### src/design/ntdc_pkg.sv
`default_nettype none

package ntdc_pkg;

  localparam int NUM_DIGITS   = 10;
  localparam int DIGIT_IDX_W  = $clog2(NUM_DIGITS);
  localparam int VALUE_BITS   = 31;
  localparam int BIT_CNT_W    = $clog2(VALUE_BITS);
  localparam int MAX_CELLS    = 32;
  localparam int CAP_W        = 6;
  localparam int CODE_W       = 8;
  localparam int CFG_IDX_W    = 3;
  localparam int CFG_DATA_W   = 8;
  localparam int MODE_W       = 2;

  localparam int TIME_CELLS   = 5;
  localparam int TIME_BITS    = 13;
  localparam int MIN_BITS     = 7;
  localparam int COMB_BITS    = 14;
  localparam int RECIP_60     = 8739;
  localparam int RECIP_W      = 14;
  localparam int RECIP_SHIFT  = 19;
  localparam int TIME_LIMIT   = 6000;
  localparam int SAT_TIME     = 9959;

  localparam logic [MODE_W-1:0] MODE_PLAIN  = 2'd0;
  localparam logic [MODE_W-1:0] MODE_TIME   = 2'd1;
  localparam logic [MODE_W-1:0] MODE_SIGNED = 2'd2;

  localparam logic [CFG_IDX_W-1:0] REG_DISPLAY_MODE  = 3'd0;
  localparam logic [CFG_IDX_W-1:0] REG_ZERO_PAD      = 3'd1;
  localparam logic [CFG_IDX_W-1:0] REG_CELL_CAPACITY = 3'd2;
  localparam logic [CFG_IDX_W-1:0] REG_COLON_CODE    = 3'd3;
  localparam logic [CFG_IDX_W-1:0] REG_SIGN_CODE     = 3'd4;

  localparam logic [CAP_W-1:0]  RESET_CAPACITY = 6'd8;
  localparam logic [CODE_W-1:0] RESET_COLON    = 8'd10;
  localparam logic [CODE_W-1:0] RESET_SIGN     = 8'd11;

  typedef logic [3:0] bcd_t;

  typedef struct packed {
    logic clear;
    logic shift;
  } chain_ctrl_t;

  typedef enum logic [2:0] {
    S_IDLE,
    S_MUL,
    S_SUM,
    S_CONV,
    S_PREP,
    S_EMIT
  } state_t;

endpackage

`default_nettype wire

### src/design/number_to_digit_cells_top.sv
// A number is converted by a 31-step shift-and-adjust pass through the row of ten
// digit cells before its cells are emitted; emission stalls under back-pressure.
// The final cell may wait at the output while the next number is taken.
// Reset: rst is synchronous; control state clears and the registers take
// mode plain, no padding, capacity 8, colon 10, sign 11. No clearing pass.
`default_nettype none

module number_to_digit_cells_top
  import ntdc_pkg::*;
(
  input  wire                    clk,
  input  wire                    rst,
  input  wire                    cfg_wr_en,
  input  wire  [CFG_IDX_W-1:0]   cfg_index,
  input  wire  [CFG_DATA_W-1:0]  cfg_data,
  input  wire  signed [31:0]     number_in,
  input  wire                    in_valid,
  output logic                   in_ready,
  output logic [CODE_W-1:0]      cell_code,
  output logic                   last_cell,
  output logic                   out_valid,
  input  wire                    out_ready
);

  state_t state, state_next;

  logic [MODE_W-1:0]  display_mode;
  logic               zero_pad;
  logic [CAP_W-1:0]   cell_capacity;
  logic [CODE_W-1:0]  colon_code;
  logic [CODE_W-1:0]  sign_code;

  logic [VALUE_BITS-1:0] val;
  logic [MIN_BITS-1:0]   minutes;
  logic [VALUE_BITS-1:0] bin;
  logic [BIT_CNT_W-1:0]  bit_cnt;
  logic [CAP_W-1:0]      rem;
  logic [CAP_W-1:0]      idx;
  logic [2:0]            pos;
  logic                  sign_pend;

  chain_ctrl_t                chain_ctrl;
  logic [NUM_DIGITS-1:0][3:0] digits;
  logic                       emit_load;
  logic                       accept;

  logic                                    time_mode;
  logic                                    signed_mode;
  logic [TIME_BITS+RECIP_W-1:0]            prod;
  logic [COMB_BITS-1:0]                    tcomb;
  logic [CAP_W-1:0]                        cap_eff;
  logic [CAP_W-1:0]                        ndig;
  logic [CAP_W-1:0]                        room;
  logic [CAP_W-1:0]                        shown;
  logic [CAP_W-1:0]                        time_cells;
  logic [CODE_W-1:0]                       next_code;

  assign time_mode   = (display_mode == MODE_TIME);
  assign signed_mode = (display_mode == MODE_SIGNED);
  assign accept      = in_valid && in_ready;

  ntdc_cell_chain u_chain (
    .clk    (clk),
    .ctrl   (chain_ctrl),
    .bit_in (bin[VALUE_BITS-1]),
    .digits (digits)
  );

  always_comb begin
    state_next = state;
    unique case (state)
      S_IDLE: if (accept) state_next = S_MUL;
      S_MUL:  state_next = S_SUM;
      S_SUM:  state_next = S_CONV;
      S_CONV: if (bit_cnt == '0) state_next = S_PREP;
      S_PREP: state_next = S_EMIT;
      S_EMIT: if (emit_load && rem == CAP_W'(1)) state_next = S_IDLE;
      default: state_next = S_IDLE;
    endcase
  end

  always_comb begin
    in_ready         = 1'b0;
    chain_ctrl.clear = 1'b0;
    chain_ctrl.shift = 1'b0;
    emit_load        = 1'b0;
    unique case (state)
      S_IDLE: in_ready = 1'b1;
      S_SUM:  chain_ctrl.clear = 1'b1;
      S_CONV: chain_ctrl.shift = 1'b1;
      S_EMIT: emit_load = !out_valid || out_ready;
      default: ;
    endcase
  end

  always_comb begin
    prod  = (TIME_BITS+RECIP_W)'(val[TIME_BITS-1:0]) * (TIME_BITS+RECIP_W)'(RECIP_60);
    tcomb = (val >= VALUE_BITS'(TIME_LIMIT)) ? COMB_BITS'(SAT_TIME) :
            COMB_BITS'(val[TIME_BITS-1:0]) + COMB_BITS'({minutes, 5'b0})
            + COMB_BITS'({minutes, 3'b0});
  end

  always_comb begin
    if (cell_capacity == '0) begin
      cap_eff = CAP_W'(1);
    end else if (cell_capacity > CAP_W'(MAX_CELLS)) begin
      cap_eff = CAP_W'(MAX_CELLS);
    end else begin
      cap_eff = cell_capacity;
    end
    ndig = CAP_W'(1);
    for (int i = 0; i < NUM_DIGITS; i++) begin
      if (digits[i] != 4'd0) ndig = CAP_W'(i + 1);
    end
    room  = cap_eff - CAP_W'(signed_mode);
    shown = ndig;
    if (zero_pad && room > shown) shown = room;
    if (shown > room) shown = room;
    if (!signed_mode && shown == '0) shown = CAP_W'(1);
    time_cells = (cap_eff < CAP_W'(TIME_CELLS)) ? cap_eff : CAP_W'(TIME_CELLS);
  end

  always_comb begin
    if (time_mode) begin
      case (pos)
        3'd0:    next_code = CODE_W'(digits[3]);
        3'd1:    next_code = CODE_W'(digits[2]);
        3'd2:    next_code = colon_code;
        3'd3:    next_code = CODE_W'(digits[1]);
        default: next_code = CODE_W'(digits[0]);
      endcase
    end else if (sign_pend) begin
      next_code = sign_code;
    end else if (idx < CAP_W'(NUM_DIGITS)) begin
      next_code = CODE_W'(digits[idx[DIGIT_IDX_W-1:0]]);
    end else begin
      next_code = '0;
    end
  end

  always_ff @(posedge clk) begin
    if (rst) begin
      state         <= S_IDLE;
      out_valid     <= 1'b0;
      display_mode  <= MODE_PLAIN;
      zero_pad      <= 1'b0;
      cell_capacity <= RESET_CAPACITY;
      colon_code    <= RESET_COLON;
      sign_code     <= RESET_SIGN;
    end else begin
      state <= state_next;
      if (cfg_wr_en) begin
        unique case (cfg_index)
          REG_DISPLAY_MODE:  display_mode  <= cfg_data[MODE_W-1:0];
          REG_ZERO_PAD:      zero_pad      <= cfg_data[0];
          REG_CELL_CAPACITY: cell_capacity <= cfg_data[CAP_W-1:0];
          REG_COLON_CODE:    colon_code    <= cfg_data;
          REG_SIGN_CODE:     sign_code     <= cfg_data;
          default: ;
        endcase
      end
      if (emit_load) begin
        out_valid <= 1'b1;
      end else if (out_ready) begin
        out_valid <= 1'b0;
      end
    end
  end

  always_ff @(posedge clk) begin
    if (accept) begin
      val <= number_in[31] ? '0 : number_in[VALUE_BITS-1:0];
    end
    if (state == S_MUL) begin
      minutes <= prod[RECIP_SHIFT +: MIN_BITS];
    end
    if (state == S_SUM) begin
      bin     <= time_mode ? VALUE_BITS'(tcomb) : val;
      bit_cnt <= BIT_CNT_W'(VALUE_BITS - 1);
    end
    if (state == S_CONV) begin
      bin     <= {bin[VALUE_BITS-2:0], 1'b0};
      bit_cnt <= bit_cnt - BIT_CNT_W'(1);
    end
    if (state == S_PREP) begin
      pos       <= '0;
      sign_pend <= signed_mode;
      idx       <= shown - CAP_W'(1);
      rem       <= time_mode ? time_cells : shown + CAP_W'(signed_mode);
    end
    if (emit_load) begin
      cell_code <= next_code;
      last_cell <= (rem == CAP_W'(1));
      rem       <= rem - CAP_W'(1);
      if (time_mode) begin
        pos <= pos + 3'd1;
      end else if (sign_pend) begin
        sign_pend <= 1'b0;
      end else begin
        idx <= idx - CAP_W'(1);
      end
    end
  end

endmodule

`default_nettype wire

### src/design/ntdc_digit_cell.sv
`default_nettype none

module ntdc_digit_cell
  import ntdc_pkg::*;
(
  input  wire         clk,
  input  chain_ctrl_t ctrl,
  input  wire         carry_in,
  output logic        carry_out,
  output bcd_t        digit
);

  bcd_t adj;

  always_comb begin
    adj       = (digit >= 4'd5) ? digit + 4'd3 : digit;
    carry_out = adj[3];
  end

  always_ff @(posedge clk) begin
    if (ctrl.clear) begin
      digit <= '0;
    end else if (ctrl.shift) begin
      digit <= {adj[2:0], carry_in};
    end
  end

endmodule

`default_nettype wire

### src/design/ntdc_cell_chain.sv
`default_nettype none

module ntdc_cell_chain
  import ntdc_pkg::*;
(
  input  wire                         clk,
  input  chain_ctrl_t                 ctrl,
  input  wire                         bit_in,
  output logic [NUM_DIGITS-1:0][3:0]  digits
);

  logic [NUM_DIGITS:0] carry;

  assign carry[0] = bit_in;

  for (genvar g = 0; g < NUM_DIGITS; g++) begin : g_cell
    ntdc_digit_cell u_cell (
      .clk       (clk),
      .ctrl      (ctrl),
      .carry_in  (carry[g]),
      .carry_out (carry[g+1]),
      .digit     (digits[g])
    );
  end

endmodule

`default_nettype wire

### config.mk
export PLATFORM = sky130hd
export DESIGN_NAME = number_to_digit_cells_top
export DESIGN_NICKNAME = d
export VERILOG_FILES = /design/src/design/ntdc_pkg.sv /design/src/design/number_to_digit_cells_top.sv /design/src/design/ntdc_digit_cell.sv /design/src/design/ntdc_cell_chain.sv
export SDC_FILE = /design/constraint.sdc
export NUM_CORES = 1
export LEC_CHECK = 0
export BUFFER_PORTS_ARGS = -buffer_cell sky130_fd_sc_hd__buf_4
export CAP_MARGIN = 20
export CORE_UTILIZATION = 51
export DETAILED_ROUTE_END_ITERATION = 7
export GPL_TIMING_DRIVEN = 0
export PLACE_DENSITY = 0.76
export SLEW_MARGIN = 10
export SYNTH_ARGS = -nofsm -noshare
export SYNTH_HDL_FRONTEND = slang
export SYNTH_SLANG_ARGS = --single-unit
### constraint.sdc
create_clock -name clk -period 4.6 [get_ports clk]
set_clock_uncertainty 0.1 [all_clocks]
set_input_delay 0.46 -clock clk [delete_from_list [all_inputs] [get_ports clk]]
set_output_delay 0.46 -clock clk [all_outputs]
set_load 0.01 [all_outputs]
## Word level (Yosys, flattened, before mapping)

Index checks and enable logic that the tools add are counted.

| storage, ports and cells | value |
|---|---|
| register bits after elaboration | 168 |
| bits of input ports | 48 |
| logic and storage cells | 175 |

| cells by class | value |
|---|---|
| $add $sub $neg | 19 |
| $mul | 1 |
| order comparisons | 17 |
| equal/unequal tests | 18 |
| multiplexer cells | 61 |
| reductions and logical operators | 31 |

Operators by type and width:

| cell | count |
|---|---|
| $mux 6 | 21 |
| $mux 31 | 3 |
| $mux 4 | 11 |
| $ge 4x3->1 const B | 10 |
| $add 4x2->4 const B | 9 |
| $reduce_bool 4->1 | 9 |
| $pmux 8 s4 | 1 |
| $ge 31x13->1 const B | 1 |
| $mul 13x14->26 const B | 1 |
| $mux 3 | 7 |
| $eq 3x2->1 const B | 6 |
| $pmux 3 s6 | 1 |
| $sub 6x1->6 const B | 3 |
| $bmux 4 s4 | 1 |
| $mux 8 | 2 |
| $add 13x12->14 | 1 |
| $add 14x10->14 | 1 |
| $mux 14 | 1 |
| $gt 6x6->1 | 2 |
| $logic_not 6->1 | 2 |
| $mux 1 | 10 |
| $mux 5 | 2 |
| $reduce_and 2->1 | 5 |
| $eq 3x1->1 const B | 3 |
| 22 further kinds | 34 |

## Longest topological paths before layout

| logic depth | value |
|---|---|
| depth after elaboration | 23 |
| gate-level depth with buffers | 29 |

## Modules after synthesis

A second synthesis with hierarchy kept.

| unflattened totals | value |
|---|---|
| cell total of the unflattened synthesis | 1216 |
| area total of the unflattened synthesis | 11698.7 um2 |

Modules (own cells, without submodules):

| module | instances | cells each | area each (um2) |
|---|---|---|---|
| number_to_digit_cells_top | 1 | 906 | 9096.2 |
| ntdc_digit_cell | 10 | 31 | 260.2 |

## Worst setup path after synthesis

Ideal clock, no wire load.

| path | value |
|---|---|
| path type | register to register |
| from | reg cell_capacity[5] |
| to | reg rem[1] (data pin) |
| library setup time | 266 ps |
| arrival | 4640 ps |
| data required time | 4234 ps |
| path slack | -405 ps |
| stages on the path, launching flop included | 25 |
| buffers on the path | 2 |
| period minus slack after synthesis | 5005 ps |
| cells stage by stage | dfxtp_1 clkbuf_1 o21bai_1 ha_1 ha_1 xor2_1 inv_1 ha_1 o21ai_0 a32oi_1 nor2_1 a21oi_1 o21a_1 mux2i_1 ha_1 nand3_1 o21ai_0 a2bb2oi_1 nor3_2 or2_1 buf_2 mux2i_1 ha_1 a221oi_1 a21oi_1 |

| between the ends | value |
|---|---|
| longest elaborated chain between the ends | 16 |
| elaborated cells on any way between the ends | 19 |

Ends and longest elaborated chain:

| element | line | RTL |
|---|---|---|
| from (decl) | number_to_digit_cells_top.sv:29 | `logic [CAP_W-1:0] cell_capacity;` |
| from (signal assigned) | number_to_digit_cells_top.sv:156 | `REG_CELL_CAPACITY: cell_capacity <= cfg_data[CAP_W-1:0];` |
| $gt 6x6->1 | number_to_digit_cells_top.sv:106 | `end else if (cell_capacity > CAP_W'(MAX_CELLS)) begin` |
| $mux 6 | number_to_digit_cells_top.sv:106 |  |
| $mux 6 (*) | number_to_digit_cells_top.sv:104 | `if (cell_capacity == '0) begin` |
| $sub 6x1->6 | number_to_digit_cells_top.sv:115 | `room = cap_eff - CAP_W'(signed_mode);` |
| $gt 6x6->1 | number_to_digit_cells_top.sv:117 | `if (zero_pad && room > shown) shown = room;` |
| $logic_and 1x1->1 | number_to_digit_cells_top.sv:117 |  |
| $mux 6 | number_to_digit_cells_top.sv:117 |  |
| $gt 6x6->1 | number_to_digit_cells_top.sv:118 | `if (shown > room) shown = room;` |
| $mux 6 | number_to_digit_cells_top.sv:118 |  |
| $logic_not 6->1 | number_to_digit_cells_top.sv:119 | `if (!signed_mode && shown == '0) shown = CAP_W'(1);` |
| $logic_and 1x1->1 | number_to_digit_cells_top.sv:119 |  |
| $mux 6 | number_to_digit_cells_top.sv:119 |  |
| $add 6x1->6 | number_to_digit_cells_top.sv:189 | `rem <= time_mode ? time_cells : shown + CAP_W'(signed_mode);` |
| $mux 6 (*) | number_to_digit_cells_top.sv:189 |  |
| $mux 6 (*) | number_to_digit_cells_top.sv:185 | `if (state == S_PREP) begin` |
| $mux 6 (*) | number_to_digit_cells_top.sv:191 | `if (emit_load) begin` |
| to (signal assigned) | number_to_digit_cells_top.sv:189 |  |
| to (signal assigned) | number_to_digit_cells_top.sv:194 | `rem <= rem - CAP_W'(1);` |
| to (decl) | number_to_digit_cells_top.sv:37 | `logic [CAP_W-1:0] rem;` |

Every way passes the cells marked *; elsewhere a longest branch is shown, timed or not. The select of a mux whose other input is x is not followed.
A chain may end at the register's enable or synchronous reset.

## Worst setup path in the final report

| path | value |
|---|---|
| from | reg cell_capacity[1] |
| to | reg rem[1] (data pin) |

The elaborated chain is that of the path after synthesis.

==> results.cfg <==
[status]
status = complete, but fails checks
violations = setup timing

[synth]
async_reset_ff_frac = 0
syn_nets = 1345
yosysTopAreaCell = edfxtp_1
syn_inst = 1143
synth_area_leaders = edfxtp_1 24%, ha_1 14%, dfxtp_1 14%
synth_seq_cells = 168
synth-edff-count = 88
synth_ff_type = edfxtp_1
yosys_warnings = 0
yosys.cell_types.count = 72
yosysSeqAreaShare = 0.381
avgSynthCellArea_um2 = 9.75
netlist.area_leader.share = 0.237
synth_area_mm2 = 0.0111

[global_routing]
grt_pass1_wl_um = 43700
overflow = 0
antenna_found_initial = 0
grt_pass1_vias = 8919
grt_usage = 0.250
grt_max_degree = 31

[clock_tree]
numCtsBuffers = 17
clock_path_buffers = 2
cts_sinks = 168
clkLatencyLatePin_ns = 0.44
path_clk_slew_ns = 0.07
cts-root-buf = clkbuf_16
cts_tree = yes
cts_max_level = 4
holdBufCountCts = 0

[min_path]
min_path_type = input pin to flip-flop

[finish]
layout.cells.non_filler = 1563
final_layout_size_suffix_gt1_frac = 0.216
num_antenna_cells = 0
nets = 1477
fillers = 1676
syn2layout_area_growth_pct = 22.8

[critical_path]
path_common_cell = ha_4
cpPeakStageDelay_ns = 0.38
critical_path_class = flip-flop to flip-flop
end_kind = flip-flop
cp_cell_sequence = nor4_4 > o21bai_2 > ha_4 > ha_4 > inv_4 > ha_4 > nor2b_4 > o21ai_2 > a32oi_2 > nor2_1 > a21oi_1 > o21a_2 > mux2i_1 > ha_1 > a211oi_2 > a2bb2oi_2 > nor3_4 > buf_4 > or3_4 > a21oi_4 > ha_4 > a221oi_2 > a21oi_1
critical_path.startpoint_type = flip-flop
required_ns = 4.66
worstPathArrival_ns = 5.00
critPathMaxFanout = 5
cp_slowest_cell = or3_4

[route]
wl_per_cell_um = 17.3
post-route-drc-count = 0
drtPass1Iterations = 5
vias = 8942
viasPerCell = 5.72
dr.first_iter.drc_count = 511
wirelength_um = 27100
postRouteAntennaNets = 0

[pwr]
power_w = 0.00440
powerDensity_mw_per_mm2 = 321
p_clk_frac = 0.321
p_int_w = 0.00297
seq_power_share = 0.399
ir_worst_vdd_uv = 234
p_comb_frac = 0.279
leakagePower_nw = 5.43
switching_share = 0.324
switching_power_w = 0.00143

[floorplanning]
core_area_mm2 = 0.0212
dieArea_mm2 = 0.0224
die_w_um = 150
ios = 59
rows = 53
die_h_um = 150
start_util = 0.525

[sta]
hold_slack_ns = 0.187
period_share = 1.07
rsz0062_at_grt = yes
max_slew_margin = 0.273
min_period_ns = 4.94
fmax_mhz = 203
setup_violations = 10
tightest_slew_ns = 1.08
setup_slack_ns = -0.338
fin_tns_setup_ns = -1.76
slew_viol_final = 0
hold_viol = 0

[place]
routabilityCongestion = 0.853
place_hpwl_um = 18400
port-buffer-count = 57
placedCellCount = 1477

[job]
maxCapViolCount = 0
==> critical path, delay by kind of cell (launching register included) <==
family	cells	cell delay, ns
AOI/OAI and AO/OA	10	1.63
adders and majority gates	5	1.23
buffers and inverters	2	0.19
DFF	1	0.35
muxes	1	0.22
and+or+nand+nor	5	0.92
==> stage by stage <==
step                area [µm²]  utilization  setup slack, ns
finish                   13700        0.645           -0.338
global route             13700        0.645           -0.513
CTS                      13300        0.628           -0.270
detailed placement       12000        0.567            -1.05
global placement         12000        0.566            -1.01
floorplan                11200            -           -0.189
==> metal layers <==
layer | routed length, µm | vias to the layer above | track usage
met5 | 0 | - | 0
met2 | 13400 | 238 | 0.432
met3 | 1250 | 49 | 0.0430
li1 | - | 4381 | -
met1 | 11700 | 4274 | 0.311
met4 | 660 | 0 | 0.0970
==> logic make-up after synthesis <==
group / count (synthesis) / synth area share
buf+inv: 142 / 0.0500
flops: 168 / 0.381
xor+xnor: 46 / 0.0361
fa+ha+maj: 154 / 0.190
simple gates: 339 / 0.154
compound gates: 265 / 0.155
mux: 29 / 0.0350
==> worst paths after layout <==
| kind | from | end | slack, ns | cells past startpoint |
|---|---|---|---|---|
| max | cell_capacity[1]$_SDFFE_PP0P_ | rem[1]$_DFFE_PP_ | -0.34 | 23 |
| min | cfg_data[6] | sign_code[6]$_SDFFE_PP0P_ | 0.19 | 3 |
| max reg2reg | cell_capacity[1]$_SDFFE_PP0P_ | rem[1]$_DFFE_PP_ | -0.34 | 23 |
| min reg2reg | sign_code[5]$_SDFFE_PP0P_ | sign_code[5]$_SDFFE_PP0P_ | 0.37 | 2 |
==> power groups by stage <==
stage	logic, W	registers, W	clock network (W)
finish	0.00123	0.00176	0.00141
detailed placement	0.00106	0.00179	0
global placement	0.00103	0.00180	0
floorplan	0.000817	0.00177	0
CTS	0.00115	0.00176	0.00142
global route	0.00140	0.00177	0.00149
==> layout make-up <==
| type | count | area, µm² | share of cell area |
|---|---|---|---|
| multi-input cells | 833 | 7020 | 0.512 |
| flip-flops and latches | 168 | 4280 | 0.313 |
| well taps | 275 | 344 | 0.0251 |
| plain buffers | 45 | 210 | 0.0154 |
| inverters | 97 | 382 | 0.0279 |
| repair buffers | 113 | 877 | 0.0641 |
| clock inverters | 15 | 154 | 0.0112 |
| clock buffers | 17 | 425 | 0.0311 |
==> sequential cells by signal (all words and copies together) (netlist names) <==
signal                       count
val                             31
idx                              6
sign_code                        8
u_chain.g_cell.u_cell.digit     40
sign_pend                        1
out_valid                        1
cell_code                        8
colon_code                       8
bit_cnt                          5
cell_capacity                    6
minutes                          7
rem                              6
display_mode                     2
last_cell                        1
state                            3
bin                             31
pos                              3
zero_pad                         1
==> synthesized netlist by cell type (7+ instances only) <==
| cell type | instances |
|---|---|
| xor2_1 | 18 |
| nor3b_1 | 20 |
| nor3_1 | 19 |
| fa_1 | 25 |
| clkbuf_1 | 38 |
| nor4_1 | 12 |
| o22ai_1 | 17 |
| nand4_1 | 7 |
| nand2b_1 | 21 |
| a22oi_1 | 9 |
| mux4_2 | 8 |
| ha_1 | 129 |
| nand3_1 | 23 |
| o211ai_1 | 8 |
| nor2_1 | 67 |
| dfxtp_1 | 80 |
| edfxtp_1 | 88 |
| inv_1 | 95 |
| a22o_1 | 17 |
| nand2_1 | 103 |
| a21oi_1 | 72 |
| o21ai_0 | 67 |
| a31oi_1 | 11 |
| nor2b_1 | 40 |
| xnor2_1 | 28 |
| mux2i_1 | 21 |
| o32ai_1 | 10 |
==> repair_timing <==
item	4_1_cts	5_1_grt
pin swaps	32	29
setup endpoints to repair	18	15
gates resized for setup	112	44
buffers inserted	30	23
endpoints found under the hold margin	0	0
==> cell usage in the layout (no fill, tap or decap), types with 7 or more instances in the layout <==
cell and instances:
nand2b_1 19, o32ai_1 10, o211ai_1 8, o22ai_1 17, mux4_2 8, ha_1 106
inv_4 7, nor3_1 19, nor3b_4 8, dfxtp_1 64, xor2_1 17, buf_4 109
clkbuf_16 17, nor3b_1 11, xnor2_1 26, a31oi_1 8, clkbuf_1 36, nand4_1 7
a21oi_1 70, a22oi_1 9, edfxtp_1 88, nor2b_1 39, inv_2 17, nor4_1 11
dfxtp_4 7, a22o_1 17, o21ai_0 59, mux2i_1 19, nand2_1 100, nor2_1 67
dfxtp_2 9, inv_1 72, fa_1 25, ha_4 20, nand3_1 22
Note: power is estimated with default switching activity, not from simulation.
